--- src/hw/rtl/dpsc_pkg.sv ---
// Shared types, constants and rounding helpers of the dual PID steering and speed controller.
package dpsc_pkg;

    localparam int GAIN_W    = 24;
    localparam int CFG_IDX_W = 3;

    // Shared divider geometry: two quotient bits per cycle
    localparam int DIV_NUM_W = 56;
    localparam int DIV_DEN_W = 21;
    localparam int DIV_STEPS = DIV_NUM_W / 2;
    localparam int DIV_CNT_W = $clog2(DIV_STEPS);

    localparam longint MICRO        = 1000000;
    localparam longint TWO_MICRO    = 2000000;
    localparam longint TD_MIN       = 1000;
    localparam longint CM_DIV       = 50;
    localparam longint HINT_LIM     = 838860800;
    localparam longint SINT_LIM     = 838860800;
    localparam longint Q15_MAX      = 32767;
    localparam longint YAW_TURN     = 46080;
    localparam longint YAW_HALF     = 23040;
    localparam longint SHARP_ERR    = 5760;
    localparam longint SHARP_SPEED  = 5120;
    localparam longint BRAKE_FLOOR  = 9830;
    localparam longint TGT_MIN      = 1280;
    localparam longint TGT_MAX      = 12800;
    localparam longint WANT_ABSENT  = 25;

    typedef enum logic [CFG_IDX_W-1:0] {
        REG_KP_HEADING  = 3'd0,
        REG_KI_HEADING  = 3'd1,
        REG_KD_HEADING  = 3'd2,
        REG_KP_VELOCITY = 3'd3,
        REG_KI_VELOCITY = 3'd4,
        REG_KD_VELOCITY = 3'd5,
        REG_STEER_RATE  = 3'd6
    } reg_index_t;

    typedef struct packed {
        logic [GAIN_W-1:0] kp_heading;
        logic [GAIN_W-1:0] ki_heading;
        logic [GAIN_W-1:0] kd_heading;
        logic [GAIN_W-1:0] kp_velocity;
        logic [GAIN_W-1:0] ki_velocity;
        logic [GAIN_W-1:0] kd_velocity;
        logic [GAIN_W-1:0] steer_rate_limit;
    } gains_t;

    // Divide by 2^k, rounding to nearest with ties away from zero
    function automatic longint rnd_shift(input longint x, input int k);
        logic [63:0] mag;
        logic [63:0] q;
        mag = (x < 0) ? 64'(-x) : 64'(x);
        q = (mag + (64'd1 << (k - 1))) >> k;
        return (x < 0) ? -longint'(q) : longint'(q);
    endfunction

    function automatic longint clamp64(input longint x, input longint lo, input longint hi);
        longint r;
        r = x;
        if (x < lo)
        begin
            r = lo;
        end
        else if (x > hi)
        begin
            r = hi;
        end
        return r;
    endfunction

endpackage

--- src/hw/rtl/dpsc_regs.sv ---
// Configuration register file holding the loop gains and steering rate limit.
module dpsc_regs (
    input  logic                           clk,
    input  logic                           rst_n,
    input  logic                           cfg_valid,
    input  logic [dpsc_pkg::CFG_IDX_W-1:0] cfg_index,
    input  logic [dpsc_pkg::GAIN_W-1:0]    cfg_data,
    output dpsc_pkg::gains_t               gains
);

    dpsc_pkg::gains_t gains_reg;

    assign gains = gains_reg;

    // Write the addressed register, drop writes beyond the list
    always_ff @(posedge clk or negedge rst_n)
    begin
        if (!rst_n)
        begin
            gains_reg <= '{steer_rate_limit: 24'd65536, default: '0};
        end
        else if (cfg_valid)
        begin
            unique case (cfg_index)
                dpsc_pkg::REG_KP_HEADING:  gains_reg.kp_heading       <= cfg_data;
                dpsc_pkg::REG_KI_HEADING:  gains_reg.ki_heading       <= cfg_data;
                dpsc_pkg::REG_KD_HEADING:  gains_reg.kd_heading       <= cfg_data;
                dpsc_pkg::REG_KP_VELOCITY: gains_reg.kp_velocity      <= cfg_data;
                dpsc_pkg::REG_KI_VELOCITY: gains_reg.ki_velocity      <= cfg_data;
                dpsc_pkg::REG_KD_VELOCITY: gains_reg.kd_velocity      <= cfg_data;
                dpsc_pkg::REG_STEER_RATE:  gains_reg.steer_rate_limit <= cfg_data;
                default:
                begin
                end
            endcase
        end
    end

endmodule

--- config.mk ---
export PLATFORM = sky130hd
export DESIGN_NAME = dpsc_regs
export DESIGN_NICKNAME = d
export VERILOG_FILES = /design/src/hw/rtl/dpsc_pkg.sv /design/src/hw/rtl/dpsc_regs.sv
export SDC_FILE = /design/constraint.sdc
export NUM_CORES = 1
export LEC_CHECK = 0
export ABC_AREA = 1
export ABC_CLOCK_PERIOD_IN_PS = 1600
export BUFFER_PORTS_ARGS = -buffer_cell sky130_fd_sc_hd__buf_2
export CORE_MARGIN = 5
export CORE_UTILIZATION = 57
export CTS_BUF_LIST = sky130_fd_sc_hd__clkbuf_8
export DETAILED_ROUTE_END_ITERATION = 10
export GPL_ROUTABILITY_DRIVEN = 0
export GPL_TIMING_DRIVEN = 0
export MAX_ROUTING_LAYER = met4
export PLACE_DENSITY = 0.87
export SYNTH_ARGS = -nofsm -noshare
export SYNTH_HDL_FRONTEND = slang
export SYNTH_SLANG_ARGS = --single-unit
--- constraint.sdc ---
create_clock -name clk -period 1.6 [get_ports clk]
set_input_delay 0.24 -clock clk [delete_from_list [all_inputs] [get_ports clk]]
set_output_delay 0.24 -clock clk [all_outputs]
set_load 0.02 [all_outputs]
==> qor.yml <==
synth_top_area_frac: 0.6406
rsz0062_at_grt: "false"
synth_area_mm2: 0.006524
setup_viol_count_final: 0
final_nets: 984
numCtsBuffers: 17
leakage_nw: 4.813
dr.pass1.iters: 6
vias_per_cell: 5.246
dpl-instance-area_mm2: 0.007726
fin_worst_skew_ns: 0
ys_ff_latch: 168
max_freq_ghz: 0.7261
cp.buffers_inverters: 1
grt_overflow_total: 0
grt_max_degree: 111
path_cells: "buf_2"
crit_cells: 1
drv_slew: 0
cts_resized: 0
clk_latency_ns: 0.44
fin_area_mm2: 0.008094
antenna_found_initial: 0
status: "complete, no violations"
largest_reg_flops: 168
avgRoutedWirePerCell_um: 16.76
r2r_start: "gains[16]"
critPathLaunchType: "flop"
dieArea_mm2: 0.01368
slowest_stage: "dfstp_2"
ant_nets: 0
cts_setup_buffers: 0
area_growth_pct: 24.07
grt_pass1_vias: 5591
die_h_um: 117.0
io_pins: 198
reg2reg_depth: 2
yosysUniqueCellTypes: 11
cts_num_sinks: 168
slowest_delay_ns: 0.54
num_antenna_cells: 0
cp_data_arrival_time_ns: 1.14
synth_cells: 736
grt_use_total: 0.2854
fin_crit_sh: 0.8607
pwr_density_cell_mw_per_mm2: 1397
rows: 39
die_x_um: 117.0
cts_tree: "done"
synth_area_per_cell_um2: 8.864
cp-startpoint: "gains[16]"
vias: 5807
critPathCapture: "gains[16]"
synth-seq-area-share: 0.6446
drv_cap: 0
r2r-end: "gains[16]"
cts_root_buf: "clkbuf_8"
reg2reg_slack_ns: 0.90
drt-total-wl_mm: 18.55
worstPathRequired_ns: 1.36
final.fill_count: 903
clk_pin_slew_ns: 0.08
drt_iter0_markers: 576
drive_gt1_frac: 0.2749
dp_hpwl_mm: 13.31
slew_headroom: 0.6411
numPortBuffers: 197
hold_violations: 0
peakVddDrop_uv: 799.5
endpoint_kind: "output pin"
min_period_ns: 1.377
critPathMaxFanout: 2
clk_path_buf_depth: 2
synth_area_leaders: "dfrtp_1, nand2_1, nand3_1"
yosysTopAreaCell: "dfrtp_1"
yosysWarnings: 0
hold_path_class: "in2reg"
critPathTopFamily: "flip-flops"
initial_core_util: 0.5763
worstMarginPinSlew_ns: 0.5383
core_area_mm2: 0.01132
syn-num-nets: 766
fin_tns_setup_ns: 0
grt_first_pass_wirelength_mm: 28.88
worstSetupPathType: "reg2out"
h-tree-depth: 4
route.detailed.drc: 0
## per-stage QoR
step,utilization,worst slack [ns],cells,total power [mW],hold slack [ns]
2_1_floorplan,-,0.5322,736,7.259,-0.05559
3_3_place_gp,0.6792,-2.182,1076,8.515,0.4482
3_5_place_dp,0.6825,0.03315,1077,8.625,0.1924
4_1_cts,0.7150,0.2073,1107,11.37,0.06780
5_1_grt,0.7150,0.1944,1107,11.87,0.07436
6_report,0.7150,0.2228,1107,11.31,0.09056
## where the power goes
group	switching [mW]	internal, mW	total [mW]
registers	0.437	5.04	5.48
logic	2.12	0.934	3.06
clock network	1.39	1.39	2.78
total	3.95	7.36	11.3
## synthesized netlist by cell type
master,number
inv_2,3
dfstp_2,1
nand2_1,420
clkbuf_1,7
nand3_1,96
inv_1,3
buf_1,1
dfrtp_1,167
buf_2,31
nor2_4,2
nor2_2,5
## cells by family (layout without fill, tap and decap cells)
group,count (synthesis),count (layout),synth area share
DFF,168,168,0.6446
and+or+nand+nor,523,523,0.3236
buffers and inverters,45,273,0.03184
## layout by cell type, fill, tap and decap left out, drive strengths merged
cell / Yosys / final
buf: 32 / 230
bufinv: 0 / 1
clkbuf: 7 / 29
clkinv: 0 / 2
dfrtp: 167 / 167
dfstp: 1 / 1
dlygate4sd3: 0 / 1
inv: 6 / 10
nand2: 420 / 420
nand3: 96 / 96
nor2: 7 / 7
## worst min-delay path by stage
stage,from,end,slack [ns],depth (start not counted)
2_1_floorplan,rst_n,gains[0],-0.06,0
3_3_place_gp,gains[48],gains[48],0.45,2
3_5_place_dp,rst_n,gains[76],0.19,1
4_1_cts,cfg_data[1],gains[25],0.07,3
5_1_grt,cfg_data[0],gains[0],0.07,3
6_report,cfg_data[0],gains[0],0.09,3
## what timing repair did
item / 4_1_cts / 5_1_grt
hold endpoints to repair: 58 / 0
endpoints found under the setup margin: 0 / 0
hold buffers: 1 / 0
## final cells by class
class | count | area [um^2] | area share
well taps | 143 | 178.9 | 0.02211
clock inverters | 7 | 55.05 | 0.006802
repair buffers | 199 | 1033 | 0.1277
plain buffers | 39 | 185.2 | 0.02288
multi-input cells | 523 | 2111 | 0.2608
clock buffers | 22 | 302.8 | 0.03741
inverters | 6 | 22.52 | 0.002783
flip-flops and latches | 168 | 4205 | 0.5196
## layer usage
layer | GRT usage | routed length (um)
met2 | 0.4319 | 9004
met3 | 0.04936 | 1335
met4 | 0.1231 | 633
met1 | 0.3843 | 7575
met5 | - | 0
(Power assumes the default switching activity.)
