$ cat config.mk
export PLATFORM = sky130hd
export DESIGN_NAME = dpsc_div
export DESIGN_NICKNAME = d
export VERILOG_FILES = /design/src/hw/rtl/dpsc_pkg.sv /design/src/hw/rtl/dpsc_div.sv
export SDC_FILE = /design/constraint.sdc
export NUM_CORES = 1
export LEC_CHECK = 0
export BUFFER_PORTS_ARGS = -buffer_cell sky130_fd_sc_hd__buf_2
export CAP_MARGIN = 20
export CORE_MARGIN = 1
export CORE_UTILIZATION = 61
export CTS_BUF_LIST = sky130_fd_sc_hd__clkbuf_8 sky130_fd_sc_hd__clkbuf_16
export DETAILED_ROUTE_END_ITERATION = 10
export PLACE_DENSITY = 0.86
export SLEW_MARGIN = 20
export SYNTH_ARGS = -nofsm -noshare
export SYNTH_HDL_FRONTEND = slang
export SYNTH_SLANG_ARGS = --single-unit
$ cat constraint.sdc
create_clock -name clk -period 15.04 [get_ports clk]
set_input_delay 3.008 -clock clk [delete_from_list [all_inputs] [get_ports clk]]
set_output_delay 3.008 -clock clk [all_outputs]
set_load 0.05 [all_outputs]
$ cat src/hw/rtl/dpsc_pkg.sv
// Shared types, constants and rounding helpers of the dual PID steering and speed controller.
package dpsc_pkg;

    localparam int GAIN_W    = 24;
    localparam int CFG_IDX_W = 3;

    // Shared divider geometry: two quotient bits per cycle
    localparam int DIV_NUM_W = 56;
    localparam int DIV_DEN_W = 21;
    localparam int DIV_STEPS = DIV_NUM_W / 2;
    localparam int DIV_CNT_W = $clog2(DIV_STEPS);

    localparam longint MICRO        = 1000000;
    localparam longint TWO_MICRO    = 2000000;
    localparam longint TD_MIN       = 1000;
    localparam longint CM_DIV       = 50;
    localparam longint HINT_LIM     = 838860800;
    localparam longint SINT_LIM     = 838860800;
    localparam longint Q15_MAX      = 32767;
    localparam longint YAW_TURN     = 46080;
    localparam longint YAW_HALF     = 23040;
    localparam longint SHARP_ERR    = 5760;
    localparam longint SHARP_SPEED  = 5120;
    localparam longint BRAKE_FLOOR  = 9830;
    localparam longint TGT_MIN      = 1280;
    localparam longint TGT_MAX      = 12800;
    localparam longint WANT_ABSENT  = 25;

    typedef enum logic [CFG_IDX_W-1:0] {
        REG_KP_HEADING  = 3'd0,
        REG_KI_HEADING  = 3'd1,
        REG_KD_HEADING  = 3'd2,
        REG_KP_VELOCITY = 3'd3,
        REG_KI_VELOCITY = 3'd4,
        REG_KD_VELOCITY = 3'd5,
        REG_STEER_RATE  = 3'd6
    } reg_index_t;

    typedef struct packed {
        logic [GAIN_W-1:0] kp_heading;
        logic [GAIN_W-1:0] ki_heading;
        logic [GAIN_W-1:0] kd_heading;
        logic [GAIN_W-1:0] kp_velocity;
        logic [GAIN_W-1:0] ki_velocity;
        logic [GAIN_W-1:0] kd_velocity;
        logic [GAIN_W-1:0] steer_rate_limit;
    } gains_t;

    // Divide by 2^k, rounding to nearest with ties away from zero
    function automatic longint rnd_shift(input longint x, input int k);
        logic [63:0] mag;
        logic [63:0] q;
        mag = (x < 0) ? 64'(-x) : 64'(x);
        q = (mag + (64'd1 << (k - 1))) >> k;
        return (x < 0) ? -longint'(q) : longint'(q);
    endfunction

    function automatic longint clamp64(input longint x, input longint lo, input longint hi);
        longint r;
        r = x;
        if (x < lo)
        begin
            r = lo;
        end
        else if (x > hi)
        begin
            r = hi;
        end
        return r;
    endfunction

endpackage

$ cat src/hw/rtl/dpsc_div.sv
// Iterative unsigned restoring divider, two quotient bits per cycle.
module dpsc_div (
    input  logic                           clk,
    input  logic                           rst_n,
    input  logic                           start,
    input  logic [dpsc_pkg::DIV_NUM_W-1:0] num,
    input  logic [dpsc_pkg::DIV_DEN_W-1:0] den,
    output logic                           done,
    output logic [dpsc_pkg::DIV_NUM_W-1:0] quot
);

    logic [dpsc_pkg::DIV_DEN_W-1:0] rem_reg;
    logic [dpsc_pkg::DIV_DEN_W-1:0] den_reg;
    logic [dpsc_pkg::DIV_NUM_W-1:0] num_reg;
    logic [dpsc_pkg::DIV_CNT_W-1:0] cnt_reg;
    logic                           busy_reg;
    logic                           done_reg;

    logic [dpsc_pkg::DIV_DEN_W-1:0] rem_next;
    logic [dpsc_pkg::DIV_NUM_W-1:0] num_next;
    logic [dpsc_pkg::DIV_DEN_W:0]   trial;
    logic                           last_step;

    assign done = done_reg;
    assign quot = num_reg;
    assign last_step = (cnt_reg == dpsc_pkg::DIV_CNT_W'(dpsc_pkg::DIV_STEPS - 1));

    // Two shift-compare-subtract steps; quotient bits enter at the bottom
    always_comb
    begin
        rem_next = rem_reg;
        num_next = num_reg;
        trial    = '0;
        for (int i = 0; i < 2; i++)
        begin
            trial    = {rem_next, num_next[dpsc_pkg::DIV_NUM_W-1]};
            num_next = {num_next[dpsc_pkg::DIV_NUM_W-2:0], 1'b0};
            if (trial >= {1'b0, den_reg})
            begin
                rem_next    = dpsc_pkg::DIV_DEN_W'(trial - {1'b0, den_reg});
                num_next[0] = 1'b1;
            end
            else
            begin
                rem_next = trial[dpsc_pkg::DIV_DEN_W-1:0];
            end
        end
    end

    // Load on start, advance while busy, flag the last step
    always_ff @(posedge clk or negedge rst_n)
    begin
        if (!rst_n)
        begin
            rem_reg  <= '0;
            den_reg  <= '0;
            num_reg  <= '0;
            cnt_reg  <= '0;
            busy_reg <= 1'b0;
            done_reg <= 1'b0;
        end
        else
        begin
            done_reg <= !start && busy_reg && last_step;
            if (start)
            begin
                rem_reg  <= '0;
                den_reg  <= den;
                num_reg  <= num;
                cnt_reg  <= '0;
                busy_reg <= 1'b1;
            end
            else if (busy_reg)
            begin
                rem_reg <= rem_next;
                num_reg <= num_next;
                cnt_reg <= cnt_reg + 1'b1;
                if (last_step)
                begin
                    busy_reg <= 1'b0;
                end
            end
        end
    end

endmodule

==> reports/metrics.cfg <==
[run_status]
status=finished, final reports clean

[synthesis]
synth.most_common_cell=dfrtp_1
avgSynthCellArea_um2=9.149
yosys_warnings=0
ys_top_cells_by_count=105 x dfrtp_1, 101 x nand2_1, 94 x o21ai_0
ys.flop_type=dfrtp_1
synth_edf_count=0
yosysSeqAreaShare=0.3779
synth_area_leaders=dfrtp_1 38%, mux2i_1 10%, ha_1 7.7%
synthCells=760
ys_ff_latch=105
syn_area_um2=6953
async_reset_ff_frac=1.000
synth_top_area_frac=0.3779
synth_cell_type_count=58
synth_top_area_cell=dfrtp_1
synth_nets=885

[critical_path]
critPathMaxFanout=19
critPathRequiredTime_ns=15.29
critPathKind=flop to flop
worst_setup_path_start_kind=flop
worst_setup_path_end_kind=flop
critical-path-top-delay-family=compound AO/OA/AOI/OAI gates
path_buf_inv=1
worstPathCellList=ha_1 > a21oi_1 > o21ai_0 > a31oi_1 > a31oi_1 > and2_4 > mux2_2 > ha_1 > a211oi_1 > o21bai_1 > o31ai_1 > nand2_1 > a211oi_1 > nor2_1 > a2111o_1 > buf_4 > a211o_1 > a311oi_1
cp.arrival_ns=6.38
max_stage_delay_ns=0.70
slowest_stage=a31oi_1

[global_route]
grt_usage=0.3137
grt_pass1_vias=6035
overflow=0
grtUsageMet1=0.3882
grt_max_degree=119
use_met2=0.5330
met3_usage=0.06455
grt-busiest-layer=met2
grt_first_pass_wirelength_mm=28.77
antenna_found_initial=0

[sta]
tightestPinTransition_ns=1.016
tns_ns=0
maxSlewViolCount=0
rsz0062_at_grt=false
finalSetupViolations=0
period_minus_slack_ns=6.124
skew_ns=0.006638
fmaxAchievable_mhz=163.3
period_share=0.4072
hold_viol=0
relSlewSlack=0.3225

[clock_tree]
numCtsBuffers=9
clock_sinks=105
cts_buffer_depth=2
clkTransAtPathRegs_ns=0.07
cts_tree=built
cts_resized=0
htreeDepth=3
cts_hold_buffers=0
clk_latency_ns=0.36
cts_root_buffer=clkbuf_16
post_cts_buffers=0

[floorplanning]
coreArea_um2=10980
fp-row-count=38
die_y_um=108.8
die_area_um2=11830
io_pins=137
start_util=0.6331
die_w_um=108.8

[routing]
avgRoutedWirePerCell_um=17.18
dr.pass1.iters=6
dr_total_vias=6126
drc=0
routed_wirelength_mm=17.48
drt-vias-per-instance=6.024
ant_nets=0
drtIter0Drc=291

[power_and_ir_drop]
p_per_area_nw_per_um2=210.4
p_int_uw=910.0
power.switching_uw=767.8
p_comb_frac=0.643
clkPwrFrac=0.140
peakVddDrop_uv=117.3
leakagePower_uw=0.004302
p_sw_frac=0.4576
seqPwrFrac=0.217

[place]
globalplace.congestion=0.9533
dp_hpwl_mm=12.61
port_buffers=136

[cells_and_area]
fin_nets=998
drive_above_1_share=0.2087
diodes=0
final_util=0.7261
area.growth.synth_to_final_pct=14.70
largest_reg_flops=56

[hold_path]
hold_class=flop to flop

[run]
maxCapViolCount=0

## cell usage in the layout, fill, tap and decap left out, types with 25 or more instances in the layout
| cell type | count |
|---|---|
| nand2_1 | 101 |
| a21oi_1 | 35 |
| dfrtp_1 | 104 |
| nor2_1 | 50 |
| inv_1 | 33 |
| mux2i_1 | 72 |
| ha_1 | 43 |
| buf_2 | 134 |
| o21ai_0 | 94 |
| a211oi_1 | 25 |
## worst paths after layout
| path | slack, ns | endpoint | depth (start not counted) | startpoint |
|---|---|---|---|---|
| setup / recovery | 8.92 | rem_reg[19] | 18 | rem_reg[14] |
| hold / removal | 0.55 | cnt_reg[4] | 2 | cnt_reg[4] |
| setup reg to reg | 8.92 | rem_reg[19] | 18 | rem_reg[14] |
| hold reg to reg | 0.55 | cnt_reg[4] | 2 | cnt_reg[4] |
| max in group asynchronous | 11.17 | busy_reg | 2 | rst_n |
| min in group asynchronous | 2.68 | den_reg[8] | 1 | rst_n |
## worst min-delay path, stage by stage (launching register included)
cell and delay, ns:
dfrtp_1 0.36, xor2_1 0.07, nor2_1 0.08
## layout make-up
cell class	count	area, um^2
multi-input cells	586	4051
well taps	140	175.2
inverters	31	116.4
clock buffers	9	225.2
clock inverters	6	60.06
repair buffers	140	715.7
fillers	817	3008
flip-flops and latches	105	2631
## power groups by stage
| stage | sequential (uW) | combinational, uW | clock (uW) |
|---|---|---|---|
| after global routing | 369 | 1180 | 249 |
| after global placement | 366 | 1030 | 0 |
| after detailed placement | 368 | 1060 | 0 |
| after CTS | 364 | 1070 | 239 |
| final | 364 | 1080 | 235 |
| after floorplan | 416 | 790 | 0 |
## through the flow
step / area [um^2] / setup WS [ns] / hold slack [ns] / std cells / power (uW)
floorplan: 6953 / 9.596 / 0.5049 / 760 / 1205
global placement: 7690 / 9.269 / 0.5292 / 1002 / 1392
detailed placement: 7690 / 9.074 / 0.5437 / 1002 / 1423
CTS: 7975 / 9.014 / 0.5586 / 1017 / 1668
global route: 7975 / 8.498 / 0.5745 / 1017 / 1797
finish: 7975 / 8.916 / 0.5525 / 1017 / 1678
## cell families after synthesis
family	count (synthesis)	share of synthesized area
flops	105	0.3779
mux	89	0.1317
compound gates	218	0.1972
simple gates	199	0.1265
xor+xnor	35	0.04409
buf+inv	69	0.03941
fa+ha+maj	45	0.08314
## metal layers
metal,share of wire,wire length (um)
met3,0.058,1006
met2,0.49,8584
met4,0.026,461
met1,0.42,7424
met5,0,0
Note: power is estimated with default switching activity, not from simulation.
